===== src/design/vehc_pkg.sv =====
// Shared types and constants for the variable edge histogram counter.
// No dependencies; every other design file imports this package.

package vehc_pkg;

    localparam int NUM_BINS_DEF   = 7;
    localparam int COUNT_BITS_DEF = 32;

    localparam int NUM_EDGES   = 8;
    localparam int EDGE_IDX_W  = 3;
    localparam int EDGE_STEP   = 65536;
    localparam int NUM_CATS    = 16;
    localparam int CAT_W       = 4;
    localparam int VALUE_W     = 32;
    localparam int TARGET_W    = 2;
    localparam int STATUS_W    = 2;
    localparam int BIN_W       = 3;
    localparam int OUT_CNT_W   = 32;
    localparam int CFG_IDX_W   = 8;
    localparam int QUEUE_DEPTH = 2;

    typedef enum logic [STATUS_W-1:0] {
        ST_COUNTED = 2'd0,
        ST_LOW     = 2'd1,
        ST_HIGH    = 2'd2
    } t_status;

    typedef struct packed {
        t_status              status;
        logic [BIN_W-1:0]     bin;
        logic [CAT_W-1:0]     cat;
    } t_item;

endpackage


===== src/design/vehc_if.sv =====
// Handshake channel interfaces for events, results and register writes.
// Depends on vehc_pkg for field widths.

interface vehc_in_if;
    import vehc_pkg::*;
    logic                       valid;
    logic                       ready;
    logic signed [VALUE_W-1:0]  sample_value;
    logic [TARGET_W-1:0]        target_id;
    logic                       is_left;
    logic                       spin_up;

    modport source (output valid, sample_value, target_id, is_left, spin_up, input ready);
    modport sink   (input valid, sample_value, target_id, is_left, spin_up, output ready);
endinterface

interface vehc_out_if;
    import vehc_pkg::*;
    logic                   valid;
    logic                   ready;
    logic [STATUS_W-1:0]    status;
    logic [BIN_W-1:0]       bin_index;
    logic [OUT_CNT_W-1:0]   new_count;

    modport source (output valid, status, bin_index, new_count, input ready);
    modport sink   (input valid, status, bin_index, new_count, output ready);
endinterface

interface vehc_cfg_if;
    import vehc_pkg::*;
    logic                   valid;
    logic                   ready;
    logic [CFG_IDX_W-1:0]   index;
    logic [VALUE_W-1:0]     data;

    modport source (output valid, index, data, input ready);
    modport sink   (input valid, index, data, output ready);
endinterface


===== src/design/vehc_front.sv =====
// Front end: holds the bin edge registers and classifies each accepted event.
// Depends on vehc_pkg and the channel interfaces in vehc_if.

module vehc_front import vehc_pkg::*; #(
    parameter int NUM_BINS = NUM_BINS_DEF
) (
    input  logic        i_clk,
    input  logic        i_rst_n,
    vehc_in_if.sink     i_in,
    vehc_cfg_if.sink    i_cfg,
    input  logic        i_q_full,
    output logic        o_push,
    output t_item       o_item
);

    logic signed [VALUE_W-1:0] r_edge [NUM_EDGES];
    logic                      w_hit;
    logic [EDGE_IDX_W-1:0]     w_k;

    assign i_cfg.ready = 1'b1;
    assign i_in.ready  = !i_q_full;
    assign o_push      = i_in.valid && !i_q_full;

    always_ff @(posedge i_clk) begin
        if (!i_rst_n) begin
            for (int k = 0; k < NUM_EDGES; k++) begin
                r_edge[k] <= VALUE_W'(k * EDGE_STEP);
            end
        end else if (i_cfg.valid && (i_cfg.index < CFG_IDX_W'(NUM_EDGES))) begin
            r_edge[i_cfg.index[EDGE_IDX_W-1:0]] <= i_cfg.data;
        end
    end

    always_comb begin
        w_hit = 1'b0;
        w_k   = '0;
        for (int k = NUM_BINS; k >= 0; k--) begin
            if (i_in.sample_value <= r_edge[k]) begin
                w_hit = 1'b1;
                w_k   = EDGE_IDX_W'(k);
            end
        end
    end

    always_comb begin
        o_item.cat = {i_in.target_id, i_in.is_left, i_in.spin_up};
        o_item.bin = '0;
        if (!w_hit) begin
            o_item.status = ST_HIGH;
        end else if (w_k == '0) begin
            o_item.status = ST_LOW;
        end else begin
            o_item.status = ST_COUNTED;
            o_item.bin    = BIN_W'(w_k - EDGE_IDX_W'(1));
        end
    end

endmodule


===== src/design/vehc_queue.sv =====
// Short queue of classified events between the front end and the counter unit.
// Depends on vehc_pkg for the item type and depth.

module vehc_queue import vehc_pkg::*; (
    input  logic    i_clk,
    input  logic    i_rst_n,
    input  logic    i_push,
    input  t_item   i_item,
    output logic    o_full,
    output logic    o_valid,
    output t_item   o_item,
    input  logic    i_pop
);

    localparam int PTR_W = (QUEUE_DEPTH > 1) ? $clog2(QUEUE_DEPTH) : 1;
    localparam int CNT_W = $clog2(QUEUE_DEPTH + 1);

    t_item              r_mem [QUEUE_DEPTH];
    logic [PTR_W-1:0]   r_wr;
    logic [PTR_W-1:0]   r_rd;
    logic [CNT_W-1:0]   r_cnt;

    assign o_full  = (r_cnt == CNT_W'(QUEUE_DEPTH));
    assign o_valid = (r_cnt != '0);
    assign o_item  = r_mem[r_rd];

    always_ff @(posedge i_clk) begin
        if (!i_rst_n) begin
            r_wr  <= '0;
            r_rd  <= '0;
            r_cnt <= '0;
        end else begin
            if (i_push) begin
                r_wr <= (r_wr == PTR_W'(QUEUE_DEPTH - 1)) ? '0 : r_wr + PTR_W'(1);
            end
            if (i_pop) begin
                r_rd <= (r_rd == PTR_W'(QUEUE_DEPTH - 1)) ? '0 : r_rd + PTR_W'(1);
            end
            if (i_push && !i_pop) begin
                r_cnt <= r_cnt + CNT_W'(1);
            end else if (!i_push && i_pop) begin
                r_cnt <= r_cnt - CNT_W'(1);
            end
        end
    end

    always_ff @(posedge i_clk) begin
        if (i_push) begin
            r_mem[r_wr] <= i_item;
        end
    end

endmodule


===== src/design/vehc_back.sv =====
// Counter unit: read-modify-write of the bin counter memory with forwarding.
// Depends on vehc_pkg and the result channel interface in vehc_if.

module vehc_back import vehc_pkg::*; #(
    parameter int NUM_BINS   = NUM_BINS_DEF,
    parameter int COUNT_BITS = COUNT_BITS_DEF
) (
    input  logic        i_clk,
    input  logic        i_rst_n,
    input  logic        i_valid,
    input  t_item       i_item,
    output logic        o_pop,
    vehc_out_if.source  o_out
);

    localparam int DEPTH = NUM_CATS * NUM_BINS;
    localparam int AW    = $clog2(DEPTH);

    logic [COUNT_BITS-1:0]  r_mem [DEPTH];
    logic [DEPTH-1:0]       r_cnt_vld;
    logic                   r_b_valid;
    t_item                  r_b_item;
    logic [AW-1:0]          r_b_addr;
    logic [COUNT_BITS-1:0]  r_rd_data;
    logic                   r_rd_vld;
    logic                   r_last_vld;
    logic [AW-1:0]          r_last_addr;
    logic [COUNT_BITS-1:0]  r_last_cnt;
    logic                   r_out_valid;
    logic [STATUS_W-1:0]    r_out_status;
    logic [BIN_W-1:0]       r_out_bin;
    logic [OUT_CNT_W-1:0]   r_out_cnt;

    logic [AW-1:0]          w_addr;
    logic                   w_go;
    logic                   w_counted;
    logic [COUNT_BITS-1:0]  w_old;
    logic [COUNT_BITS-1:0]  w_new;

    assign w_addr    = AW'(i_item.cat) * AW'(NUM_BINS) + AW'(i_item.bin);
    assign w_go      = r_b_valid && (!r_out_valid || o_out.ready);
    assign o_pop     = i_valid && (!r_b_valid || w_go);
    assign w_counted = (r_b_item.status == ST_COUNTED);

    // The previous item may have written this entry at the edge where it was read.
    always_comb begin
        if (r_last_vld && (r_last_addr == r_b_addr)) begin
            w_old = r_last_cnt;
        end else if (r_rd_vld) begin
            w_old = r_rd_data;
        end else begin
            w_old = '0;
        end
        w_new = (&w_old) ? w_old : w_old + COUNT_BITS'(1);
    end

    always_ff @(posedge i_clk) begin
        if (!i_rst_n) begin
            r_b_valid   <= 1'b0;
            r_out_valid <= 1'b0;
            r_last_vld  <= 1'b0;
            r_cnt_vld   <= '0;
            r_rd_vld    <= 1'b0;
        end else begin
            if (o_pop) begin
                r_b_valid <= 1'b1;
                r_rd_vld  <= r_cnt_vld[w_addr];
            end else if (w_go) begin
                r_b_valid <= 1'b0;
            end
            if (w_go) begin
                r_out_valid <= 1'b1;
            end else if (o_out.ready) begin
                r_out_valid <= 1'b0;
            end
            if (w_go && w_counted) begin
                r_cnt_vld[r_b_addr] <= 1'b1;
                r_last_vld          <= 1'b1;
            end
        end
    end

    always_ff @(posedge i_clk) begin
        if (o_pop) begin
            r_b_item  <= i_item;
            r_b_addr  <= w_addr;
            r_rd_data <= r_mem[w_addr];
        end
        if (w_go) begin
            r_out_status <= r_b_item.status;
            r_out_bin    <= r_b_item.bin;
            r_out_cnt    <= w_counted ? OUT_CNT_W'(w_new) : '0;
            if (w_counted) begin
                r_mem[r_b_addr] <= w_new;
                r_last_addr     <= r_b_addr;
                r_last_cnt      <= w_new;
            end
        end
    end

    assign o_out.valid     = r_out_valid;
    assign o_out.status    = r_out_status;
    assign o_out.bin_index = r_out_bin;
    assign o_out.new_count = r_out_cnt;

endmodule


===== src/design/variable_edge_histogram_counter.sv =====
// Event histogrammer with programmable bin edges and sixteen event categories.
// Depends on vehc_pkg, vehc_if, vehc_front, vehc_queue and vehc_back.
//
// The block takes one event per clock cycle while the output is not stalled, and
// returns one result word per event, in order. Each result word passes through
// the queue, the counter read stage and the output register. Throughput is set
// by the counter memory, which does one read and one write per cycle; a
// back-to-back hit on the same counter is forwarded from the last write. The
// counters read as zero after reset through per-entry valid bits, so no clearing
// pass is needed. Edge registers should be written only while no event is in flight.

module variable_edge_histogram_counter import vehc_pkg::*; #(
    parameter int NUM_BINS   = NUM_BINS_DEF,
    parameter int COUNT_BITS = COUNT_BITS_DEF
) (
    input  logic        i_clk,
    input  logic        i_rst_n,
    vehc_in_if.sink     i_in,
    vehc_cfg_if.sink    i_cfg,
    vehc_out_if.source  o_out
);

    logic   w_push;
    t_item  w_push_item;
    logic   w_full;
    logic   w_q_valid;
    t_item  w_q_item;
    logic   w_pop;

    vehc_front #(
        .NUM_BINS (NUM_BINS)
    ) u_front (
        .i_clk    (i_clk),
        .i_rst_n  (i_rst_n),
        .i_in     (i_in),
        .i_cfg    (i_cfg),
        .i_q_full (w_full),
        .o_push   (w_push),
        .o_item   (w_push_item)
    );

    vehc_queue u_queue (
        .i_clk   (i_clk),
        .i_rst_n (i_rst_n),
        .i_push  (w_push),
        .i_item  (w_push_item),
        .o_full  (w_full),
        .o_valid (w_q_valid),
        .o_item  (w_q_item),
        .i_pop   (w_pop)
    );

    vehc_back #(
        .NUM_BINS   (NUM_BINS),
        .COUNT_BITS (COUNT_BITS)
    ) u_back (
        .i_clk   (i_clk),
        .i_rst_n (i_rst_n),
        .i_valid (w_q_valid),
        .i_item  (w_q_item),
        .o_pop   (w_pop),
        .o_out   (o_out)
    );

endmodule


===== src/flat_wrapper.sv =====
// flat-port wrapper written by rule: the top's interface ports become plain ports
module variable_edge_histogram_counter_flat import vehc_pkg::*;
#(
    parameter int NUM_BINS   = NUM_BINS_DEF,
    parameter int COUNT_BITS = COUNT_BITS_DEF
)
  (i_clk, i_rst_n, i_in_valid, i_in_sample_value, i_in_target_id, i_in_is_left, i_in_spin_up, i_in_ready, i_cfg_valid, i_cfg_index, i_cfg_data, i_cfg_ready, o_out_valid, o_out_status, o_out_bin_index, o_out_new_count, o_out_ready);
  vehc_in_if i_in_i ();
  vehc_cfg_if i_cfg_i ();
  vehc_out_if o_out_i ();
  input  logic i_clk;
  input  logic i_rst_n;
  input wire logic [$bits(i_in_i.valid)-1:0] i_in_valid;
  input wire logic [$bits(i_in_i.sample_value)-1:0] i_in_sample_value;
  input wire logic [$bits(i_in_i.target_id)-1:0] i_in_target_id;
  input wire logic [$bits(i_in_i.is_left)-1:0] i_in_is_left;
  input wire logic [$bits(i_in_i.spin_up)-1:0] i_in_spin_up;
  output wire logic [$bits(i_in_i.ready)-1:0] i_in_ready;
  input wire logic [$bits(i_cfg_i.valid)-1:0] i_cfg_valid;
  input wire logic [$bits(i_cfg_i.index)-1:0] i_cfg_index;
  input wire logic [$bits(i_cfg_i.data)-1:0] i_cfg_data;
  output wire logic [$bits(i_cfg_i.ready)-1:0] i_cfg_ready;
  output wire logic [$bits(o_out_i.valid)-1:0] o_out_valid;
  output wire logic [$bits(o_out_i.status)-1:0] o_out_status;
  output wire logic [$bits(o_out_i.bin_index)-1:0] o_out_bin_index;
  output wire logic [$bits(o_out_i.new_count)-1:0] o_out_new_count;
  input wire logic [$bits(o_out_i.ready)-1:0] o_out_ready;
  assign i_in_i.valid = i_in_valid;
  assign i_in_i.sample_value = i_in_sample_value;
  assign i_in_i.target_id = i_in_target_id;
  assign i_in_i.is_left = i_in_is_left;
  assign i_in_i.spin_up = i_in_spin_up;
  assign i_in_ready = i_in_i.ready;
  assign i_cfg_i.valid = i_cfg_valid;
  assign i_cfg_i.index = i_cfg_index;
  assign i_cfg_i.data = i_cfg_data;
  assign i_cfg_ready = i_cfg_i.ready;
  assign o_out_valid = o_out_i.valid;
  assign o_out_status = o_out_i.status;
  assign o_out_bin_index = o_out_i.bin_index;
  assign o_out_new_count = o_out_i.new_count;
  assign o_out_i.ready = o_out_ready;
  variable_edge_histogram_counter #(.NUM_BINS(NUM_BINS), .COUNT_BITS(COUNT_BITS)) u_core (.i_clk(i_clk), .i_rst_n(i_rst_n), .i_in(i_in_i), .i_cfg(i_cfg_i), .o_out(o_out_i));
endmodule

===== config.mk =====
export PLATFORM = sky130hd
export DESIGN_NAME = variable_edge_histogram_counter_flat
export DESIGN_NICKNAME = d
export VERILOG_FILES = /design/src/design/vehc_pkg.sv /design/src/design/vehc_if.sv /design/src/design/vehc_front.sv /design/src/design/vehc_queue.sv /design/src/design/vehc_back.sv /design/src/design/variable_edge_histogram_counter.sv /design/src/flat_wrapper.sv
export SDC_FILE = /design/constraint.sdc
export NUM_CORES = 2
export LEC_CHECK = 0
export CORE_MARGIN = 2
export CORE_UTILIZATION = 55
export CTS_CLUSTER_DIAMETER = 50
export DETAILED_ROUTE_END_ITERATION = 10
export DONT_BUFFER_PORTS = 1
export PLACE_DENSITY = 0.73
export SETUP_SLACK_MARGIN = 0.02
export SLEW_MARGIN = 20
export SYNTH_ARGS = -nofsm -noshare
export SYNTH_HDL_FRONTEND = slang
export SYNTH_SLANG_ARGS = --single-unit
export TNS_END_PERCENT = 100

===== constraint.sdc =====
create_clock -name i_clk -period 7.6 [get_ports i_clk]
set_input_delay 0.38 -clock i_clk [delete_from_list [all_inputs] [get_ports i_clk]]
set_output_delay 0.38 -clock i_clk [all_outputs]
set_load 0.005 [all_outputs]

**Yosys cells after proc, flatten, opt, wreduce, memory -nomap -nowiden**

Memories as Yosys holds them, arrays and structs flattened. A register that Yosys moved wholly into a read port is not among the register bits.
Cells that the tools add are included.

- Flip-flop bits (word level): 208
- Latch bits: 0
- RAM bits: 3858
- Bits in read-only memories: 0
- Input port bits: 81
- Output and inout port bits: 40
- Word-level logic and storage cells: 116
- Memories: 3

- Add/sub/neg operators: 7
- Multipliers: 1
- Div/mod/pow operators: 0
- $lt $le $gt $ge: 12
- Equal/unequal tests: 2
- Shift-type cells: 0
- Multiplexer cells: 49
- Bitwise logic cells: 1
- Reduce and logical (&&, ||, !) cells: 25

Memories:

| name | depth | width | read ports | clocked after memory_dff | wr ports | RTL line | RTL |
|---|---|---|---|---|---|---|---|
| u_core.u_back.r_mem | 112 | 32 | 1 | 1 | 1 | vehc_back.sv:19 | `logic [COUNT_BITS-1:0] r_mem [DEPTH];` |
| u_core.u_front.r_edge | 8 | 32 | 8 | 0 | 8 | vehc_front.sv:16 | `logic signed [VALUE_W-1:0] r_edge [NUM_EDGES];` |
| u_core.u_queue.r_mem | 2 | 9 | 1 | 1 | 1 | vehc_queue.sv:18 | `t_item r_mem [QUEUE_DEPTH];` |

Operator list:

| operator | number |
|---|---|
| 32-bit less-or-equal comparator | 8 |
| 32-bit two-way mux | 4 |
| 112-bit bitwise OR | 1 |
| 3-bit two-way mux | 11 |
| 32-bit by 1-bit adder with 32-bit output, second input constant | 1 |
| 32-bit AND reduction | 1 |
| 32-bit OR reduction | 1 |
| 1-bit two-way mux | 29 |
| 7-bit by 8-bit less-than comparator with 1-bit output, second input constant | 2 |
| 1-bit logical AND | 9 |
| 8-bit by 4-bit less-than comparator with 1-bit output, second input constant | 1 |
| 2-bit nonzero test | 4 |
| 7-bit by 3-bit adder with 7-bit output | 1 |
| 1-bit binary-select mux with 7-bit select | 1 |
| 1-bit demux with 7-bit select | 1 |
| 7-bit equality test | 1 |
| 7-bit by 1-bit greater-or-equal comparator with 1-bit output, second input constant | 1 |
| 4-bit by 3-bit multiplier with 7-bit output, second input constant | 1 |
| 2-bit two-way mux | 3 |
| 1-bit zero test | 5 |
| 3-bit zero test | 1 |
| 3-bit by 1-bit subtractor with 3-bit output, second input constant | 1 |
| 1-bit adder, second input constant | 2 |
| 2-bit by 1-bit adder with 2-bit output, second input constant | 1 |
| 5 further kinds | 6 |

**Logic depth before layout (Yosys ltp)**

An unclocked memory read counts as a cell.

- Word-level depth: 13
- Gate-level depth with buffers: 18
- Depth with buffers taken out: 15

**Cells and area by module**

Synthesis repeated with hierarchy kept, for this count alone.

- Cells, all modules: 7902
- Area, all modules: 164283.8 µm²

By module, submodules not included:

| module | instances | cells each | area an instance (µm²) | sequential area each (µm²) |
|---|---|---|---|---|
| vehc_back | 1 | 6349 | 147148.6 | 113548.9 |
| vehc_front | 1 | 1503 | 16266.9 | 7687.4 |
| vehc_queue | 1 | 50 | 868.3 | 640.6 |

**Least setup slack after synthesis**

Ideal clock, no wire load.

- Path type: flip-flop to flip-flop
- From: reg u_core.u_back.r_b_addr[3]
- To: reg u_core.u_back.r_last_cnt[11], data pin
- Library setup time: 0.848 ns
- Arrival: 6.620 ns
- Required time: 6.752 ns
- Path slack: 0.132 ns
- Cell stages (with the launch flop): 15
- Buffers on the path: 3
- Period minus slack after synthesis: 7.468 ns
- Cells stage by stage: edfxtp_1 -> xnor2_1 -> nand4_2 -> nor2_4 -> clkbuf_1 -> clkbuf_1 -> nand2_1 -> o21ai_0 -> ha_1 -> o21ai_1 -> or4_1 -> buf_2 -> nor3_4 -> nor3_1 -> xnor2_1

- Word-level cells in the longest chain between the ends: 5
- Elaborated cells between the ends (all ways): 6
- Those cells by class: add/sub: 1; eq/ne: 1; mux: 2; reduce/logical: 2

RTL lines:

| element | RTL line | RTL |
|---|---|---|
| start, declared | vehc_back.sv:23 | `logic [AW-1:0] r_b_addr;` |
| start signal, assigned | vehc_back.sv:86 | `r_b_addr <= w_addr;` |
| 7-bit equality test (*) | vehc_back.sv:47 | `if (r_last_vld && (r_last_addr == r_b_addr)) begin` |
| 1-bit logical AND (*) | vehc_back.sv:47 |  |
| 32-bit two-way mux (*) | vehc_back.sv:47 |  |
| 32-bit by 1-bit adder with 32-bit output or 32-bit AND reduction (tied branches) | vehc_back.sv:54 | `w_new = (&w_old) ? w_old : w_old + COUNT_BITS'(1);` |
| 32-bit two-way mux (*) | vehc_back.sv:54 |  |
| net u_core.u_back.w_new[11] | vehc_back.sv:38 | `logic [COUNT_BITS-1:0] w_new;` |
| end signal, assigned | vehc_back.sv:96 | `r_last_cnt <= w_new;` |
| end, declared | vehc_back.sv:28 | `logic [COUNT_BITS-1:0] r_last_cnt;` |

The timed path passes the listed nets; every way through them passes the cells marked *.
A chain may end at the register's enable or synchronous reset.

==> flow_metrics.py <==
metrics = {
    "sta": {
        "fin_crit_ns": 6.15,
        "post-route-period-util_pct": 80.9,
        "max_freq_mhz": 163,
        "finalSetupViolCount": 0,
        "slew_viol_final": 0,
        "finalHoldViolCount": 0,
        "tns_ns": 0,
        "worst_slew_pin_slew_ns": 1.23,
        "finClkSkew_ns": 0.0525,
        "relSlewSlack_pct": 17.7,
        "rsz0062_at_grt": "no",
    },
    "worst_setup_path": {
        "r2r_cells": 11,
        "cp-end-kind": "flip-flop",
        "crit_family": "adder cells",
        "worstPathCellList": "mux2i_1, inv_1, fa_1, inv_1, fa_1, fa_4, buf_12, mux4_2, mux2i_1, o21ai_0, mux2_2",
        "worst-endpoint-arrival_ns": 6.86,
        "critPathSlowestCell": "fa_4",
        "crit_required_ns": 8.31,
        "criticalPathCategory": "flip-flop to flip-flop",
        "r2r-end": "u_core.u_back.r_rd_data[16]",
        "r2r_slack_ns": 1.45,
        "cpPeakStageDelay_ns": 1.41,
        "path_buf_inv": 3,
        "start_kind": "flip-flop",
        "cp_max_fo": 43,
    },
    "logic_synthesis": {
        "synth_seq_area_share_pct": 74.6,
        "synth-edff-count": 3978,
        "synth_top_area_share_pct": 73.2,
        "synth_ff_type": "edfxtp_1",
        "synth-seq-cells": 4099,
        "synth_cells": 7588,
        "syn_area_mm2": 0.163,
        "synthTopCellsByArea": "edfxtp_1 73%, mux4_2 16%, ha_1 2.1%, dfxtp_1 1.5%, and2_1 0.98%",
        "ys_warn_count": 0,
        "async_reset_ff_share_pct": 0,
        "yosysMostFrequentCell": "edfxtp_1",
        "synthesis.nets": 7946,
        "syn_avg_cell_area_um2": 21.5,
        "synth_cell_type_count": 74,
        "synth_area_leader_cell": "edfxtp_1",
        "synthTopCellsByCount": "3978 x edfxtp_1, 1188 x mux4_2, 273 x inv_1",
    },
    "floorplan": {
        "num_rows": 200,
        "start_util_pct": 55.2,
        "ioPinCount": 121,
        "die_w_um": 549,
        "die-area_mm2": 0.301,
        "design.core.area_mm2": 0.296,
        "fp.dieH_um": 549,
    },
    "finish": {
        "layout.nets": 8343,
        "layout-drive-gt1-share_pct": 27.7,
        "syn_to_final_growth_pct": 13.5,
        "fillCellCount": 19100,
    },
    "worst_hold_path": {
        "whs_path_depth": 3,
        "hold_start": "i_cfg_valid",
        "whs_endpoint": "u_core.u_front.r_edge[2][17]",
        "hold_path_class": "input pin to flip-flop",
    },
    "status": {
        "outcome": "finished, final reports clean",
    },
    "clock_network": {
        "clk_latency_ns": 0.97,
        "ctsHtreeMaxLevel": 5,
        "cts_buffer_depth": 4,
        "cts_sinks": 4099,
        "post_cts_resized": 0,
        "cts_root_buf": "clkbuf_16",
        "cts-buffers-inserted": 422,
        "clkTransAtPathRegs_ns": 0.06,
        "cts_tree": "yes",
    },
    "route": {
        "wl_per_cell_um": 36.1,
        "remaining_drc_errors": 0,
        "drt-initial-drc-count": 12400,
        "finalWirelength_um": 445000,
        "firstDrtPassIters": 6,
        "final_antenna_net_count": 0,
        "viasPerCell": 6.78,
        "dr_total_vias": 83400,
    },
    "grt": {
        "grt_max_degree": 129,
        "grt_pass1_vias": 82900,
        "grt_antenna_before_repair": 26,
        "grt_pass1_wl_um": 624000,
        "grt_use_total_pct": 29.5,
        "overflow": 0,
    },
    "placed_design": {
        "port_buffers": 0,
        "gp_congestion": 0.884,
        "dp.final_hpwl_um": 251000,
    },
    "job": {
        "maxCapViolations": 0,
    },
}
[logic make-up after synthesis]
family / synth area share, %
DFF: 74.6
muxes: 17.0
and+or+nand+nor: 2.74
buffers and inverters: 1.51
AOI/OAI and AO/OA: 1.77
adders and majority gates: 2.15
xor gates and xnor gates: 0.244
other: 0.00230
[how the worst max path moves through the flow]
stage / from / endpoint / slack [ns] / cells past startpoint
final: flip-flop / u_core.u_back.r_rd_data[16] / 1.45 / 11
after global routing: flip-flop / u_core.u_back.r_rd_data[16] / 1.29 / 14
after CTS: flip-flop / u_core.u_back.r_rd_data[16] / 1.66 / 11
after detailed placement: flip-flop / u_core.u_back.r_rd_data[16] / 1.66 / 11
after global placement: flip-flop / u_core.u_back.r_rd_data[0] / 1.56 / 11
after floorplan: u_core.u_back.r_b_addr[3] / u_core.u_back.r_last_cnt[11] / 0.13 / 14
[placed cells by master (no fill, tap or decap), types with 9 or more instances in the layout]
cell and count:
a211oi_1 13, a21o_1 36, a21oi_1 121, a31oi_1 15, and2_1 256, and3_1 30
buf_12 43, buf_4 227, bufinv_16 38, clkbuf_1 74, clkbuf_16 425, clkinv_1 94
clkinv_2 63, clkinvlp_4 25, dfxtp_1 121, diode_2 19, dlygate4sd3_1 48, edfxtp_1 3978
ha_1 270, inv_1 273, inv_6 28, mux2_2 41, mux2i_1 43, mux4_2 1188
nand2_1 114, nand2b_1 11, nand3_1 53, nand4_1 60, nor2_1 45, nor2_4 115
nor2b_1 43, nor3_1 25, nor4_1 9, o211ai_1 16, o21a_1 119, o21ai_0 62
or3_1 21, xnor2_2 23, xor2_4 10
[metrics by stage]
stage                     utilization (%)  setup slack (ns)  hold WS [ns]  std cells  instance area (um^2)
after floorplan                         -             0.132         0.400       7588                163000
after global placement               57.7              1.56         0.408      11400                171000
after detailed placement             57.7              1.66         0.413      11400                171000
after CTS                            62.5              1.66        0.0130      12300                185000
after global routing                 62.6              1.29        0.0872      12300                185000
final                                62.6              1.45        0.0761      12300                185000
[flip-flops by register name (all words and copies together) (netlist names), named ones only]
register / cells
u_core.u_back.r_last_cnt: 32
u_core.u_back.r_b_addr: 7
u_core.u_back.r_mem: 3584
u_core.u_back.r_last_addr: 7
u_core.u_queue.r_mem: 18
u_core.u_back.r_cnt_vld: 112
u_core.u_back.r_last_vld: 1
u_core.u_back.r_b_valid: 1
u_core.u_queue.r_cnt: 2
u_core.u_queue.r_rd: 1
u_core.u_back.o_out.new_count: 32
u_core.u_back.o_out.bin_index: 3
u_core.u_queue.r_wr: 1
u_core.u_back.r_b_item: 5
u_core.u_back.o_out.valid: 1
u_core.u_back.r_rd_data: 32
u_core.u_back.r_rd_vld: 1
u_core.u_front.r_edge: 256
u_core.u_back.o_out.status: 2
[tightest hold or removal path, stage by stage]
cell	delay, ns
nand4_1	0.06
or2_2	0.31
or3_1	0.16
[final cells by class]
cell class / instances / area (um^2) / area share [%]
flip-flops and latches: 4099 / 122000 / 65.8
clock inverters: 279 / 2760 / 1.49
repair buffers: 328 / 3270 / 1.77
inverters: 273 / 1020 / 0.553
well taps: 3939 / 4930 / 2.66
multi-input cells: 2861 / 40300 / 21.8
clock buffers: 506 / 11000 / 5.94
diodes: 19 / 47.5 / 0.0257
[timing repair]
action                                 in CTS  in global routing
endpoints found under the hold margin     584                  0
hold buffers                               49                  0
setup buffers                               0                  0
[routing by layer]
layer | up-vias | global-route usage, % | wire [um]
li1 | 32300 | - | -
met3 | 1019 | 6.84 | 53400
met2 | 6081 | 46.9 | 213000
met5 | - | 0 | 106
met4 | 16 | 13.1 | 23000
met1 | 44000 | 39.5 | 155000
Power is not shown: default switching activity piles up to over one toggle a cycle in this logic, so the estimate is an artifact.
